**config.mk**
```make
export PLATFORM = sky130hd
export DESIGN_NAME = gfca_front
export DESIGN_NICKNAME = d
export VERILOG_FILES = /design/src/sv/gfca_pkg.sv /design/src/sv/gfca_front.sv
export SDC_FILE = /design/constraint.sdc
export NUM_CORES = 2
export LEC_CHECK = 0
export ABC_AREA = 1
export BUFFER_PORTS_ARGS = -buffer_cell sky130_fd_sc_hd__buf_2
export CAP_MARGIN = 15
export CORE_MARGIN = 3
export CORE_UTILIZATION = 40
export CTS_BUF_LIST = sky130_fd_sc_hd__clkbuf_16
export DETAILED_ROUTE_END_ITERATION = 8
export PLACE_DENSITY_LB_ADDON = 0.15
export SLEW_MARGIN = 30
export SYNTH_ARGS = -nofsm -noshare
export SYNTH_HDL_FRONTEND = slang
export SYNTH_SLANG_ARGS = --single-unit
```
**constraint.sdc**
```tcl
create_clock -name clk -period 9.4 [get_ports clk]
set_input_delay 0.47 -clock clk [delete_from_list [all_inputs] [get_ports clk]]
set_output_delay 0.47 -clock clk [all_outputs]
set_load 0.005 [all_outputs]
```
**src/sv/gfca_pkg.sv**
```systemverilog
// Shared types and constants for the grid field cell average gather unit.
package gfca_pkg;

	localparam int COORD_W   = 32;
	localparam int ADDR_W    = 16;
	localparam int STORE_DEPTH = 2 ** ADDR_W;
	localparam int VAL_W     = 32;
	localparam int DIM_W     = 10;
	localparam int IDX_W     = 11;
	localparam int CNT_W     = 5;
	localparam int COMP_W    = 4;
	localparam int SUM_W     = VAL_W + 3;
	localparam int MAX_COMPONENTS = 16;

	localparam logic [2:0] REG_ORIGIN_X   = 3'd0;
	localparam logic [2:0] REG_ORIGIN_Y   = 3'd1;
	localparam logic [2:0] REG_ORIGIN_Z   = 3'd2;
	localparam logic [2:0] REG_INV_CELL   = 3'd3;
	localparam logic [2:0] REG_INV_TIME   = 3'd4;
	localparam logic [2:0] REG_GRID_DIMS  = 3'd5;
	localparam logic [2:0] REG_TIME_STEPS = 3'd6;
	localparam logic [2:0] REG_COMP_COUNT = 3'd7;

	typedef enum logic [1:0] {
		CMD_WRITE,
		CMD_QUERY,
		CMD_OOB
	} cmd_kind_t;

	// one queued command: a store write, an in-bounds query or a miss
	typedef struct packed {
		cmd_kind_t          kind;
		logic [ADDR_W-1:0]  addr;   // write address, or address of corner 0
		logic [VAL_W-1:0]   value;
		logic [ADDR_W-1:0]  ay;     // address step for y + 1
		logic [ADDR_W-1:0]  az;     // address step for z + 1
		logic [CNT_W-1:0]   cnt;    // clamped count, also the x + 1 step
	} cmd_t;

	typedef struct packed {
		logic signed [COORD_W-1:0] origin_x;
		logic signed [COORD_W-1:0] origin_y;
		logic signed [COORD_W-1:0] origin_z;
		logic [31:0]               inv_cell;
		logic [31:0]               inv_time;
		logic [DIM_W-1:0]          nx;
		logic [DIM_W-1:0]          ny;
		logic [DIM_W-1:0]          nz;
		logic [IDX_W-1:0]          time_steps;
		logic [CNT_W-1:0]          cnt;  // already clamped to 1..MAX_COMPONENTS
	} cfg_t;

endpackage

```
**src/sv/gfca_front.sv**
```systemverilog
// Front end: accepts beats, floors the query to cell indices, builds addresses.
module gfca_front import gfca_pkg::*; (
	input  logic                 clk,
	input  logic                 arst_n,
	input  cfg_t                 cfg,
	input  logic                 in_valid,
	output logic                 in_ready,
	input  logic                 in_op,
	input  logic [ADDR_W-1:0]    in_addr,
	input  logic [VAL_W-1:0]     in_value,
	input  logic [COORD_W-1:0]   in_t,
	input  logic [COORD_W-1:0]   in_x,
	input  logic [COORD_W-1:0]   in_y,
	input  logic [COORD_W-1:0]   in_z,
	output logic                 push,
	output cmd_t                 push_cmd,
	input  logic                 q_full
);

	typedef enum logic [2:0] {
		F_IDLE,
		F_MUL,
		F_CHK,
		F_ADR,
		F_PUSH
	} fstate_t;

	fstate_t              state_q;
	logic [1:0]           ax_q;
	logic [2:0]           step_q;
	logic                 ok_q;
	logic                 neg_q;
	logic [63:0]          prod_q;
	logic                 op_q;
	logic [ADDR_W-1:0]    addr_q;
	logic [VAL_W-1:0]     value_q;
	logic [COORD_W-1:0]   pos_q [4];
	logic [IDX_W-1:0]     idx_q [4];
	logic [ADDR_W-1:0]    acc_q;
	logic [ADDR_W-1:0]    a0_q;
	logic [ADDR_W-1:0]    ay_q;
	logic [ADDR_W-1:0]    az_q;

	logic signed [COORD_W:0] diff;
	logic signed [COORD_W-1:0] org;
	logic [31:0]          inv;
	logic [31:0]          idx;
	logic [IDX_W-1:0]     limit;
	logic                 axis_ok;
	logic                 static_t;
	logic [ADDR_W-1:0]    ma, mb, mc, mres;

	assign static_t = (cfg.time_steps == IDX_W'(1));

	// axis 0 is time, 1..3 are x, y, z
	always_comb begin
		case (ax_q)
			2'd0: begin org = '0;           inv = cfg.inv_time; limit = cfg.time_steps; end
			2'd1: begin org = cfg.origin_x; inv = cfg.inv_cell;
				limit = (cfg.nx == '0) ? '0 : IDX_W'(cfg.nx - DIM_W'(1)); end
			2'd2: begin org = cfg.origin_y; inv = cfg.inv_cell;
				limit = (cfg.ny == '0) ? '0 : IDX_W'(cfg.ny - DIM_W'(1)); end
			default: begin org = cfg.origin_z; inv = cfg.inv_cell;
				limit = (cfg.nz == '0) ? '0 : IDX_W'(cfg.nz - DIM_W'(1)); end
		endcase
		diff = $signed({pos_q[ax_q][COORD_W-1], pos_q[ax_q]}) - $signed({org[COORD_W-1], org});
		idx = neg_q ? 32'd0 : prod_q[63:32];
		axis_ok = (neg_q ? (inv == 32'd0) : 1'b1) && (idx < {21'd0, limit});
		if ((ax_q == 2'd0) && static_t) begin
			axis_ok = 1'b1;
			idx = 32'd0;
		end
	end

	// one 16-bit multiply-add per address step, all modulo the store depth
	always_comb begin
		case (step_q)
			3'd0: begin ma = ADDR_W'(idx_q[0]); mb = ADDR_W'(cfg.nz); mc = ADDR_W'(idx_q[3]); end
			3'd1: begin ma = acc_q; mb = ADDR_W'(cfg.ny); mc = ADDR_W'(idx_q[2]); end
			3'd2: begin ma = acc_q; mb = ADDR_W'(cfg.nx); mc = ADDR_W'(idx_q[1]); end
			3'd3: begin ma = acc_q; mb = ADDR_W'(cfg.cnt); mc = '0; end
			3'd4: begin ma = ADDR_W'(cfg.nx); mb = ADDR_W'(cfg.cnt); mc = '0; end
			3'd5: begin ma = ADDR_W'(cfg.nx); mb = ADDR_W'(cfg.ny); mc = '0; end
			default: begin ma = acc_q; mb = ADDR_W'(cfg.cnt); mc = '0; end
		endcase
		mres = ADDR_W'(ma * mb) + mc;
	end

	assign in_ready = (state_q == F_IDLE);
	assign push     = (state_q == F_PUSH) && !q_full;

	always_comb begin
		push_cmd       = '0;
		push_cmd.cnt   = cfg.cnt;
		push_cmd.value = value_q;
		push_cmd.ay    = ay_q;
		push_cmd.az    = az_q;
		if (!op_q) begin
			push_cmd.kind = CMD_WRITE;
			push_cmd.addr = addr_q;
		end else if (!ok_q) begin
			push_cmd.kind = CMD_OOB;
			push_cmd.addr = '0;
		end else begin
			push_cmd.kind = CMD_QUERY;
			push_cmd.addr = a0_q;
		end
	end

	always_ff @(posedge clk) begin
		case (state_q)
			F_IDLE: if (in_valid) begin
				op_q     <= in_op;
				addr_q   <= in_addr;
				value_q  <= in_value;
				pos_q[0] <= in_t;
				pos_q[1] <= in_x;
				pos_q[2] <= in_y;
				pos_q[3] <= in_z;
			end
			F_MUL: begin
				prod_q <= 64'(diff[31:0]) * 64'(inv);
				neg_q  <= diff[COORD_W];
			end
			F_CHK: idx_q[ax_q] <= idx[IDX_W-1:0];
			F_ADR: begin
				acc_q <= mres;
				if (step_q == 3'd3) a0_q <= mres;
				if (step_q == 3'd4) ay_q <= mres;
				if (step_q == 3'd6) az_q <= mres;
			end
			default: ;
		endcase
	end

	always_ff @(posedge clk or negedge arst_n) begin
		if (!arst_n) begin
			state_q <= F_IDLE;
			ax_q    <= '0;
			step_q  <= '0;
			ok_q    <= 1'b0;
		end else begin
			case (state_q)
				F_IDLE: if (in_valid) begin
					ax_q    <= '0;
					step_q  <= '0;
					ok_q    <= 1'b1;
					state_q <= in_op ? F_MUL : F_PUSH;
				end
				F_MUL: state_q <= F_CHK;
				F_CHK: begin
					ok_q <= ok_q && axis_ok;
					if (ax_q == 2'd3)
						state_q <= (ok_q && axis_ok) ? F_ADR : F_PUSH;
					else begin
						ax_q    <= ax_q + 2'd1;
						state_q <= F_MUL;
					end
				end
				F_ADR: begin
					step_q <= step_q + 3'd1;
					if (step_q == 3'd6) state_q <= F_PUSH;
				end
				F_PUSH: if (!q_full) state_q <= F_IDLE;
				default: state_q <= F_IDLE;
			endcase
		end
	end

endmodule

```
==> results.json <==
{
  "synth_edf_count": 318,
  "r2r_slack_ns": -0.21,
  "insertion_delay_ns": 0.55,
  "fillers": 12140,
  "syn_to_final_growth_pct": 26.97,
  "postRouteWirelength_um": 206700,
  "syn_area_mm2": 0.05163,
  "regArea_mm2": 0.009777,
  "holdCritStartpoint": "in_addr[10]",
  "worst_setup_path_start_kind": "flip-flop",
  "slowest_delay_ns": 0.55,
  "tritoncts": "done",
  "placed_cells": 8388,
  "rr_worst_depth": 44,
  "fin_worst_skew_ns": 0.02486,
  "grtUsageMet3": 0.05587,
  "hold_viol": 0,
  "start_util": 0.4038,
  "detail_route.iter0.violations": 3717,
  "worstMarginPinSlew_ns": 1.004,
  "worstPathMaxFanout": 9,
  "antenna_found_initial": 21,
  "cts-root-buf": "clkbuf_16",
  "design_area_mm2": 0.06555,
  "path_class": "reg -> reg",
  "grt_max_degree": 179,
  "hp-class": "in -> reg",
  "cts_buffer_depth": 3,
  "globalRouteMet2Util": 0.4974,
  "dieWidth_um": 365.3,
  "status": "finished, violations left",
  "final_layout_size_suffix_gt1_frac": 0.2663,
  "final_antenna_net_count": 0,
  "route.detailed.drc": 0,
  "clock.fmax_mhz": 104.1,
  "met1_usage": 0.4111,
  "ys_seq_elements": 327,
  "finalSetupTns_ns": -2.421,
  "whs_ns": 0.08139,
  "final_nets": 8560,
  "drv_slew": 0,
  "r2r_start": "ax_q[0]",
  "slew_headroom": 0.3303,
  "grt_pass1_wl_um": 300400,
  "firstDrtPassIters": 6,
  "violations": "negative setup slack",
  "core_area_mm2": 0.1278,
  "period_share": 1.022,
  "fp.dieH_um": 365.3,
  "cts.sinks": 327,
  "worst-path-buf-inv": 13,
  "critical_path_arrival_ns": 9.90,
  "vias": 44720,
  "syn_avg_cell_area_um2": 8.914,
  "htree_num_levels": 2,
  "yosysWarnings": 0,
  "rows": 131,
  "cp_top_family": "adder cells",
  "synth.distinct_cells": 63,
  "cts_buffers": 36,
  "cp-end-kind": "flip-flop",
  "clk_pin_slew_ns": 0.06,
  "min_to": "addr_q[10]",
  "hold_depth": 1,
  "viasPerCell": 5.233,
  "slowest_stage": "fa_1",
  "min_period_ns": 9.606,
  "worstReg2RegEnd": "prod_q[59]",
  "grt_usage": 0.3099,
  "place_area_mm2": 0.06108,
  "io_pins": 476,
  "ys_seq_area_frac": 0.1893,
  "crit_required_ns": 9.69,
  "async_flop_share": 0.02752,
  "cp_common_cell": "fa_1",
  "busiest_layer": "met2",
  "first_global_vias": 46400,
  "multi_input_area_mm2": 0.03843,
  "rsz0062_at_grt": "true",
  "port_buffers": 475,
  "grt.overflow.total": 0,
  "setup_violations": 27,
  "wl_per_cell_um": 24.19,
  "die_area_mm2": 0.1334,
  "setup_slack_ns": -0.2062,
  "globalplace.congestion": 0.9798,
  "synth_nets": 7507,
  "synthFlopType": "edfxtp_1",
  "post-dp-hpwl_um": 173100,
  "drv_cap": 0,
  "final_cells": 8545,
  "syn_inst": 5792
}
## per-stage QoR
| stage | utilization | worst slack, ns |
|---|---|---|
| after global routing | 0.5126 | -0.6630 |
| after floorplan | - | 0.001312 |
| after global placement | 0.4777 | -0.6708 |
| after detailed placement | 0.4778 | -0.7407 |
| final | 0.5127 | -0.2062 |
| after CTS | 0.4999 | -0.1931 |
## how the worst max path moves through the flow
stage            start  depth (start not counted)          to
3_3_place_gp   ax_q[0]                         44  prod_q[59]
4_1_cts        ax_q[0]                         53  prod_q[59]
3_5_place_dp   ax_q[0]                         44  prod_q[59]
2_1_floorplan  ax_q[0]                         53  prod_q[61]
5_1_grt        ax_q[0]                         51  prod_q[61]
6_report       ax_q[0]                         44  prod_q[59]
## per-layer routing
layer  wire, um  share of wire  vias to the layer above
met2      96150           0.47                     1884
met5         19       0.000092                        -
met4      11130          0.054                        4
met1      83020           0.40                    22600
li1           -              -                    19820
met3      16390          0.079                      413
## cell type report
cell class | instances | area share
Multi-Input combinational cell | 3942 | 0.5863
Sequential cell | 327 | 0.1491
Timing Repair Buffer | 1243 | 0.1383
Inverter | 1295 | 0.07507
Tap cell | 1662 | 0.03172
Clock buffer | 38 | 0.01451
Clock inverter | 26 | 0.004504
Antenna cell | 12 | 0.0004581
## cell usage after synthesis, types with 27 or more instances
| master | count | area (um2) |
|---|---|---|
| nand3_1 | 143 | 715.7 |
| buf_2 | 36 | 180.2 |
| o21ai_0 | 178 | 890.9 |
| clkbuf_1 | 175 | 656.9 |
| nand2_1 | 864 | 3243 |
| a21oi_1 | 156 | 780.8 |
| fa_1 | 976 | 19540 |
| ha_1 | 352 | 4404 |
| nor3_1 | 41 | 205.2 |
| o21ai_1 | 31 | 155.2 |
| o22ai_1 | 33 | 206.5 |
| nor2_1 | 810 | 3040 |
| a31oi_1 | 30 | 187.7 |
| inv_1 | 1257 | 4718 |
| a221o_1 | 33 | 330.3 |
| edfxtp_1 | 318 | 9549 |
| or2_2 | 27 | 168.9 |
| xor2_1 | 52 | 455.4 |
## flip-flops by register name, summed over array words and instances (netlist names)
signal and flops:
ok_q 1, prod_q 32, state_q 3, acc_q 16
addr_q 16, ay_q 16, a0_q 16, op_q 1
ax_q 2, step_q 3, neg_q 1, idx_q 44
pos_q 128, az_q 16, value_q 32
## worst reg2reg max path: cells and delay by family, from the launching register on
kind,cells,cell delay (ns)
AO/OA/AOI/OAI,10,1.69
XOR/XNOR,1,0.19
adder cells (fa/ha/maj),11,4.75
buffers and inverters,13,1.30
flip-flops,1,0.48
AND/OR/NAND/NOR,9,0.95
## timing repair
item / in CTS / in global routing
hold buffers: 1 / 0
pin swaps: 135 / 137
hold endpoints to repair: 9 / 0
setup buffers: 41 / 41
setup endpoints to repair: 32 / 32
gates resized for setup: 288 / 328
cloned: 4 / 0
## logic make-up after synthesis
kind of cell             synth area share
AND/OR/NAND/NOR                    0.1535
buffers and inverters              0.1129
adder cells (fa/ha/maj)            0.4637
AO/OA/AOI/OAI                     0.06718
flip-flops                         0.1893
XOR/XNOR                          0.01338
## layout by cell type, fill, tap and decap left out, types with 43 or more instances in the layout
cell type | Yosys | routed
o21ai_0 | 178 | 131
ha_1 | 352 | 303
fa_1 | 976 | 924
nor2_1 | 810 | 727
a21oi_2 | 1 | 43
buf_2 | 36 | 475
fa_2 | 0 | 52
buf_12 | 0 | 52
ha_4 | 0 | 49
nand3_1 | 143 | 135
buf_4 | 10 | 667
edfxtp_1 | 318 | 318
xor2_1 | 52 | 46
inv_1 | 1257 | 1200
nand2_1 | 864 | 811
nor2_2 | 1 | 54
nand2_2 | 9 | 46
a21oi_1 | 156 | 102
inv_2 | 17 | 68
Power is left out: the tool's default activity adds up to more than one toggle a clock period on the data nets, which glitch-free logic cannot reach.
