$ cat src/sv/gfca_pkg.sv
// Shared types and constants for the grid field cell average gather unit.
package gfca_pkg;

	localparam int COORD_W   = 32;
	localparam int ADDR_W    = 16;
	localparam int STORE_DEPTH = 2 ** ADDR_W;
	localparam int VAL_W     = 32;
	localparam int DIM_W     = 10;
	localparam int IDX_W     = 11;
	localparam int CNT_W     = 5;
	localparam int COMP_W    = 4;
	localparam int SUM_W     = VAL_W + 3;
	localparam int MAX_COMPONENTS = 16;

	localparam logic [2:0] REG_ORIGIN_X   = 3'd0;
	localparam logic [2:0] REG_ORIGIN_Y   = 3'd1;
	localparam logic [2:0] REG_ORIGIN_Z   = 3'd2;
	localparam logic [2:0] REG_INV_CELL   = 3'd3;
	localparam logic [2:0] REG_INV_TIME   = 3'd4;
	localparam logic [2:0] REG_GRID_DIMS  = 3'd5;
	localparam logic [2:0] REG_TIME_STEPS = 3'd6;
	localparam logic [2:0] REG_COMP_COUNT = 3'd7;

	typedef enum logic [1:0] {
		CMD_WRITE,
		CMD_QUERY,
		CMD_OOB
	} cmd_kind_t;

	// one queued command: a store write, an in-bounds query or a miss
	typedef struct packed {
		cmd_kind_t          kind;
		logic [ADDR_W-1:0]  addr;   // write address, or address of corner 0
		logic [VAL_W-1:0]   value;
		logic [ADDR_W-1:0]  ay;     // address step for y + 1
		logic [ADDR_W-1:0]  az;     // address step for z + 1
		logic [CNT_W-1:0]   cnt;    // clamped count, also the x + 1 step
	} cmd_t;

	typedef struct packed {
		logic signed [COORD_W-1:0] origin_x;
		logic signed [COORD_W-1:0] origin_y;
		logic signed [COORD_W-1:0] origin_z;
		logic [31:0]               inv_cell;
		logic [31:0]               inv_time;
		logic [DIM_W-1:0]          nx;
		logic [DIM_W-1:0]          ny;
		logic [DIM_W-1:0]          nz;
		logic [IDX_W-1:0]          time_steps;
		logic [CNT_W-1:0]          cnt;  // already clamped to 1..MAX_COMPONENTS
	} cfg_t;

endpackage

$ cat src/sv/gfca_queue.sv
// Two-entry command queue between front and back.
module gfca_queue import gfca_pkg::*; (
	input  logic clk,
	input  logic arst_n,
	input  logic push,
	input  cmd_t push_cmd,
	output logic full,
	input  logic pop,
	output logic empty,
	output cmd_t head
);

	cmd_t       buf_q [2];
	logic       wp_q, rp_q;
	logic [1:0] cnt_q;

	assign full  = (cnt_q == 2'd2);
	assign empty = (cnt_q == 2'd0);
	assign head  = buf_q[rp_q];

	always_ff @(posedge clk) begin
		if (push) buf_q[wp_q] <= push_cmd;
	end

	always_ff @(posedge clk or negedge arst_n) begin
		if (!arst_n) begin
			wp_q  <= 1'b0;
			rp_q  <= 1'b0;
			cnt_q <= '0;
		end else begin
			if (push) wp_q <= ~wp_q;
			if (pop)  rp_q <= ~rp_q;
			case ({push, pop})
				2'b10:   cnt_q <= cnt_q + 2'd1;
				2'b01:   cnt_q <= cnt_q - 2'd1;
				default: cnt_q <= cnt_q;
			endcase
		end
	end

endmodule

$ cat config.mk
export PLATFORM = sky130hd
export DESIGN_NAME = gfca_queue
export DESIGN_NICKNAME = d
export VERILOG_FILES = /design/src/sv/gfca_pkg.sv /design/src/sv/gfca_queue.sv
export SDC_FILE = /design/constraint.sdc
export NUM_CORES = 1
export LEC_CHECK = 0
export BUFFER_PORTS_ARGS = -buffer_cell sky130_fd_sc_hd__buf_2
export CAP_MARGIN = 30
export CORE_UTILIZATION = 40
export DETAILED_ROUTE_END_ITERATION = 10
export PLACE_DENSITY = 0.67
export REMOVE_ABC_BUFFERS = 1
export SYNTH_ARGS = -nofsm -noshare
export SYNTH_HDL_FRONTEND = slang
export SYNTH_SLANG_ARGS = --single-unit
$ cat constraint.sdc
create_clock -name clk -period 6.2 [get_ports clk]
set_input_delay 0.31 -clock clk [delete_from_list [all_inputs] [get_ports clk]]
set_output_delay 0.31 -clock clk [all_outputs]
set_load 0.05 [all_outputs]
==> results.tsv, run 1 <==
stage	metric	value	unit
final_layout	multi_input_area	1145	µm²
critical_path	cp-start-kind	flop	
grt	grt_pass1_vias	3353	
cts	clk_latency	0.43	ns
routing	via_count	3264	
critical_path	timing.rr.start	wp_q$_DFFE_PN0P_	
synth	ys_ff_latch	178	
die	die_x	129.9	µm
final_layout	final_util	51.68	%
routing	drtAntennaViolNets	0	
grt	gr-usage-all-layers	14.13	%
flow_run	cap_viol_max_count	0	
final_layout	fin_nets	572	
synth	synth_area_leaders	edfxtp_1 80%, mux2_2 12%, mux2_4 4.6%, dfrtp_1 1.5%, buf_6 0.69%	
routing	drt-pass1-iter-count	4	
final_layout	diodes	0	
routing	wirelength	11580	µm
critical_path	cp_max_fo	48	
cts	clockRootBuffer	clkbuf_16	
grt	grt_start_max_net_pins	49	
timing	drv_slew	0	
power	p_leak	3.141	nW
critical_path	reg2reg_depth	2	
synth	synthesis.area	6539	µm²
synth	synth_top_cell_area_share	79.91	%
synth	ys_seq_area_share	81.44	%
worst_hold_path	hold_path.class	primary input to flop	
critical_path	crit_path_end_kind	output port	
critical_path	cp_slowest_cell	dfrtp_4	
synth	post-synth-top-area-cell	edfxtp_1	
synth	synth_top_family_by_area	multiplexers	
critical_path	critPathMaxStageDelay	0.81	ns
placed_design	portBuffers	179	
critical_path	cp_cell_sequence	buf_4, mux2_2, buf_2	
critical_path	critPathKind	flop to output port	
critical_path	critPathRequiredTime	5.89	ns
die	core	15940	µm²
die	die_area	16860	µm²
synth	syn_area_per_cell	22.78	µm²
grt	grt_overflow	0	
timing	grt_setup_unrepaired	no	
routing	wl_per_cell	16.34	µm
die	start_util	41.01	%
cts	cts_buffers	17	
synth	synth.distinct_cells	13	
final_layout	regArea	5329	µm²
cts	post_cts_buffers	0	
grt	grt_antenna_before_repair	1	
power	p_per_area	540.4	nW/µm²
outcome	status	finished clean	
final_layout	area_growth	26.00	%
critical_path	cp.arrival	2.61	ns
routing	drc_errors	0	
placed_design	hpwl	7343	µm
cts	clk_path_buf_depth	2	
routing	routed_via_density	4.604	
die	die_y	129.9	µm
synth	synth_cells	287	
cts	cts.sinks	178	
final_layout	n_fill_cell	1344	
timing	fmax	342.7	MHz
synth	ys_warn_count	0	
synth	synthSimpleGateAreaFrac	0.3636	%
critical_path	crit_cells	3	
cts	cts_htree_levels	4	
cts	clk_pin_slew_worst_paths	0.06	ns
die	rows	46	
die	ioPinCount	180	
timing	fin_crit	2.918	ns
power	ir_drop	0.3436	mV
timing	tightestPinTransition	0.7257	ns
critical_path	crit_end	head[83]	
critical_path	setup.worst_path.start	rp_q$_DFFE_PN0P_	
timing	maxSlewHeadroom	51.62	%
critical_path	r2r_slack	4.11	ns
synth	synthAdderAreaFrac	0.1914	%
timing	final.setup.tns	0	ns
grt	grt_pass1_wl	17220	µm
synth	synth_mux_area_share	16.13	%
timing	setup_viol	0	
critical_path	r2r_end	buf_q[1][68]$_DFFE_PP_	
timing	clock_skew	0.01596	ns
timing	hold_viol	0	
final_layout	drive_above_1_share	61.26	%
critical_path	cp_num_buf_inv	2	
critical_path	critPathTopFamily	buffers and inverters	
routing	drt_iter0_drc	180	
placed_design	gp_congestion	0.6767	
timing	finalCritPeriodShare	47.07	%
synth	synth_xor_area_share	0.6697	%
cts	cts_tree	yes	
synth	synth_compound_area_share	0	%
[cells in the mapped netlist]
master	n
and2_1	1
buf_2	6
buf_6	4
dfrtp_1	4
edfxtp_1	174
ha_1	1
inv_1	1
mux2_2	67
mux2_4	20
nor2_1	3
nor2b_1	1
xnor2_1	2
xor2_1	3
[power by group]
part / leakage [nW] / internal (mW) / switching, mW / total (mW)
Combinational: 1.20 / 0.504 / 1.26 / 1.76
Sequential: 1.68 / 1.60 / 0.111 / 1.71
Clock: 0.258 / 0.547 / 0.433 / 0.981
[routing by layer]
layer	up-vias	GRT usage [%]	wire, µm
met3	11	4.797	730
met2	122	23.03	5610
met1	1604	16.80	5076
met4	0	6.977	167
met5	-	0	0
li1	1527	-	-
[stage by stage]
stage	instance area (µm²)	power, mW	cells	setup slack (ns)	hold WS [ns]
floorplan	6464	3.156	277	1.634	0.01441
global placement	7666	3.492	675	3.630	0.1195
detailed placement	7686	3.524	676	3.646	0.1205
CTS	8239	4.514	709	3.177	0.05209
global route	8239	4.644	709	3.129	0.04921
finish	8239	4.453	709	3.282	0.06908
[what timing repair did]
item                                    in CTS  in global routing
hold buffers                                 1                  0
hold endpoints to repair                     4                  0
endpoints found under the setup margin       0                  0
resized for setup                            0                  0
[cell type report]
type	count	area share, %
Clock buffer	17	5.163
Clock inverter	15	1.427
Inverter	1	0.04556
Multi-Input combinational cell	98	13.90
Sequential cell	178	64.68
Tap cell	216	3.280
Timing Repair Buffer	184	11.51
[worst min-delay path by stage]
| stage | from | end | slack (ns) | cells after the start |
|---|---|---|---|---|
| floorplan | arst_n | cnt_q[0]$_DFFE_PN0P_ | 0.01 | 0 |
| global placement | arst_n | wp_q$_DFFE_PN0P_ | 0.12 | 1 |
| detailed placement | arst_n | wp_q$_DFFE_PN0P_ | 0.12 | 1 |
| CTS | push_cmd[58] | buf_q[1][58]$_DFFE_PP_ | 0.05 | 1 |
| global route | push_cmd[21] | buf_q[1][21]$_DFFE_PP_ | 0.05 | 1 |
| finish | push_cmd[22] | buf_q[0][22]$_DFFE_PP_ | 0.07 | 1 |
[registers in the layout, summed over array words and instances (netlist names)]
signal,flops
rp_q,1
cnt_q,2
wp_q,1
buf_q,174
[cell usage in the layout (no fill, tap or decap), drive strengths merged]
cell type | netlist | layout
xnor2 | 2 | 2
xor2 | 3 | 3
edfxtp | 174 | 174
clkbuf | 0 | 17
dfrtp | 4 | 4
ha | 1 | 1
inv | 1 | 3
nor2b | 1 | 1
dlygate4sd3 | 0 | 1
bufinv | 0 | 1
clkinv | 0 | 8
and2 | 1 | 1
mux2 | 87 | 87
nor2 | 3 | 3
buf | 10 | 183
clkinvlp | 0 | 4
[cell families (layout without fill, tap and decap cells)]
family	count (synthesis)	count (layout)
adder cells (fa/ha/maj)	1	1
buffers and inverters	11	217
AND/OR/NAND/NOR	5	5
flip-flops	178	178
multiplexers	87	87
XOR/XNOR	5	5
Note: power is estimated with default switching activity, not from simulation.
==> inputs of run 2 (changes only) <==
ABC_AREA = 1   (was not set)
PLACE_DENSITY = 0.69   (was 0.67)
clock period = 2.5 ns   (was 6.2 ns; I/O delays follow)
==> results.tsv, run 2 <==
stage	metric	value	unit
outcome	status	finished clean	
placed_design	gp_congestion	0.7037	
cts	cts_tree	yes	
final_layout	area_growth	39.40	%
grt	use_met1	17.45	%
power	p_per_area	1272	nW/µm²
synth	synth_cells	478	
critical_path	cp_num_buf_inv	2	
synth	synth_edf_count	174	
critical_path	critPathKind	flop to output port	
grt	grt_use_met3	4.601	%
critical_path	reg2reg_depth	3	
cts	cts_htree_levels	4	
synth	synth_top_cell_area_share	78.73	%
power	p_leak	3.940	nW
routing	via_count	4291	
cts	cts_buffers	17	
synth	syn_area_per_cell	13.88	µm²
critical_path	crit_path_end_kind	output port	
grt	grt-busiest-layer	met2	
final_layout	fin_nets	844	
final_layout	reg_top3	buf_q: 174 flops, cnt_q: 2 flops	
critical_path	cp_slowest_cell	buf_4	
final_layout	diodes	0	
synth	synthArstFlopShare	2.247	%
die	die_y	130.8	µm
routing	drt-pass1-iter-count	4	
timing	timing.hold.ws	0.06707	ns
timing	tightestPinTransition	0.7126	ns
worst_hold_path	hold_path.class	primary input to async pin	
synth	synth_area_leaders	edfxtp_1 79%, o21ai_0 6.2%, inv_1 5.3%, nand2_1 5.2%, dfrtp_1 1.5%	
final_layout	layout_common_cells	179 x buf_2, 174 x edfxtp_1, 92 x inv_1, 92 x nand2_1, 90 x dlygate4sd3_1	
timing	maxSlewHeadroom	52.49	%
synth	ys.flop_type	edfxtp_1	
placed_design	place_ws	0.8255	ns
routing	drt_iter0_drc	269	
power	ir_drop	0.8427	mV
routing	drtAntennaViolNets	0	
critical_path	critPathTopFamily	buffers and inverters	
cts	clockRootBuffer	clkbuf_16	
critical_path	crit_cells	4	
synth	ys_seq_area_share	80.24	%
cts	clk_path_buf_depth	2	
die	start_util	41.33	%
final_layout	final_util	57.61	%
final_layout	n_fill_cell	1252	
die	die_x	130.8	µm
placed_design	portBuffers	179	
flow_run	cap_viol_max_count	0	
placed_design	hpwl	7960	µm
cts	clk_latency	0.41	ns
grt	grt_start_max_net_pins	103	
synth	ys_warn_count	0	
timing	setup_viol	0	
synth	synth_common_cells	174 x edfxtp_1, 93 x inv_1, 92 x nand2_1, 82 x o21ai_0, 11 x buf_4	
synth	synth.distinct_cells	15	
final_layout	final_common_cell	buf_2	
timing	clock_skew	0.007134	ns
grt	grt_overflow	0	
routing	wirelength	13160	µm
die	ioPinCount	180	
grt	grt_antenna_before_repair	0	
grt	gr-usage-all-layers	15.68	%
critical_path	cp.arrival	1.96	ns
timing	grt_setup_unrepaired	no	
timing	fin_crit	2.082	ns
timing	final.setup.tns	0	ns
routing	routed_via_density	4.374	
timing	drv_slew	0	
timing	fmax	480.2	MHz
die	rows	46	
cts	clk_pin_slew_worst_paths	0.06	ns
cts	cts.sinks	178	
synth	post-synth-top-area-cell	edfxtp_1	
critical_path	critPathMaxStageDelay	0.49	ns
routing	wl_per_cell	13.41	µm
routing	drc_errors	0	
critical_path	cp_cell_sequence	buf_4, nand2_1, o21ai_0, buf_2	
final_layout	largest-register	buf_q	
grt	grt_pass1_wl	20120	µm
die	die_area	17110	µm²
grt	globalRouteMet2Util	28.57	%
grt	grt_pass1_vias	4315	
final_layout	drive_above_1_share	28.24	%
final_layout	largest_reg_flops	174	
critical_path	cp-start-kind	flop	
critical_path	cp_max_fo	73	
synth	synthesis.area	6636	µm²
timing	timing.final.ws_setup	0.4176	ns
timing	finalCritPeriodShare	83.30	%
die	core	16060	µm²
synth	post-synth-top-count-cell	edfxtp_1	
synth	ys_ff_latch	178	
critical_path	critPathRequiredTime	2.38	ns
timing	hold_viol	0	
-- run 2: changes by cell type after synthesis, sizes merged --
cell	delta
xor2	-1
o21ai	+87
mux2	-87
nand4	+1
buf	+7
xnor2	-1
nand3	+1
inv	+92
and2	-1
nand2	+92
nor2b	-1
clkbuf	+2
-- run 2: through the flow --
stage | power [mW] | cell area, µm² | instances
floorplan | 7.934 | 6516 | 459
global placement | 8.999 | 7759 | 859
detailed placement | 9.084 | 7759 | 859
CTS | 11.84 | 9251 | 981
global route | 12.33 | 9251 | 981
finish | 11.77 | 9251 | 981
-- run 2: path summary, 6_finish.rpt --
check | startpoint | end | slack, ns
max | rp_q$_DFFE_PN0P_ | head[37] | 0.42
min | arst_n | wp_q$_DFFE_PN0P_ | 0.07
max reg2reg | wp_q$_DFFE_PN0P_ | buf_q[1][12]$_DFFE_PP_ | 0.83
min reg2reg | cnt_q[1]$_DFFE_PN0P_ | cnt_q[1]$_DFFE_PN0P_ | 0.52
max in group asynchronous | arst_n | rp_q$_DFFE_PN0P_ | 2.29
min in group clk | push_cmd[37] | buf_q[1][37]$_DFFE_PP_ | 0.43
-- run 2: cells by family after synthesis --
logic type,after synthesis,synth area share (%)
buffers and inverters,112,7.070
XOR/XNOR,3,0.3960
AND/OR/NAND/NOR,97,5.543
adder cells (fa/ha/maj),1,0.1885
AO/OA/AOI/OAI,87,6.561
flip-flops,178,80.24
-- run 2: final cells by class --
| class | instances | area [µm²] | share of cell area, % |
|---|---|---|---|
| inverter | 93 | 351.6 | 3.800 |
| sequential | 178 | 5329 | 57.60 |
| timing repair buffer | 274 | 1859 | 20.10 |
| clock buffer | 20 | 436.7 | 4.720 |
| tap | 216 | 270.3 | 2.921 |
| multi-input combinational | 188 | 849.6 | 9.183 |
| clock inverter | 12 | 155.1 | 1.677 |
-- run 2: power breakdown --
group	internal (mW)	leakage (nW)	switching (mW)	total [mW]
clock network	1.58	0.285	1.07	2.65
registers	3.97	1.68	0.155	4.12
logic	0.993	1.98	4.01	5.00
-- run 2: repair_timing --
action	4_1_cts	5_1_grt
hold buffers	90	0
hold endpoints to repair	180	0
resized for setup	0	0
buffers inserted	0	0
-- run 2: layer usage --
layer	up-vias	share of wire, %
li1	2160	-
met1	1994	41
met2	124	53
met3	13	4.4
met4	0	1.3
met5	-	0
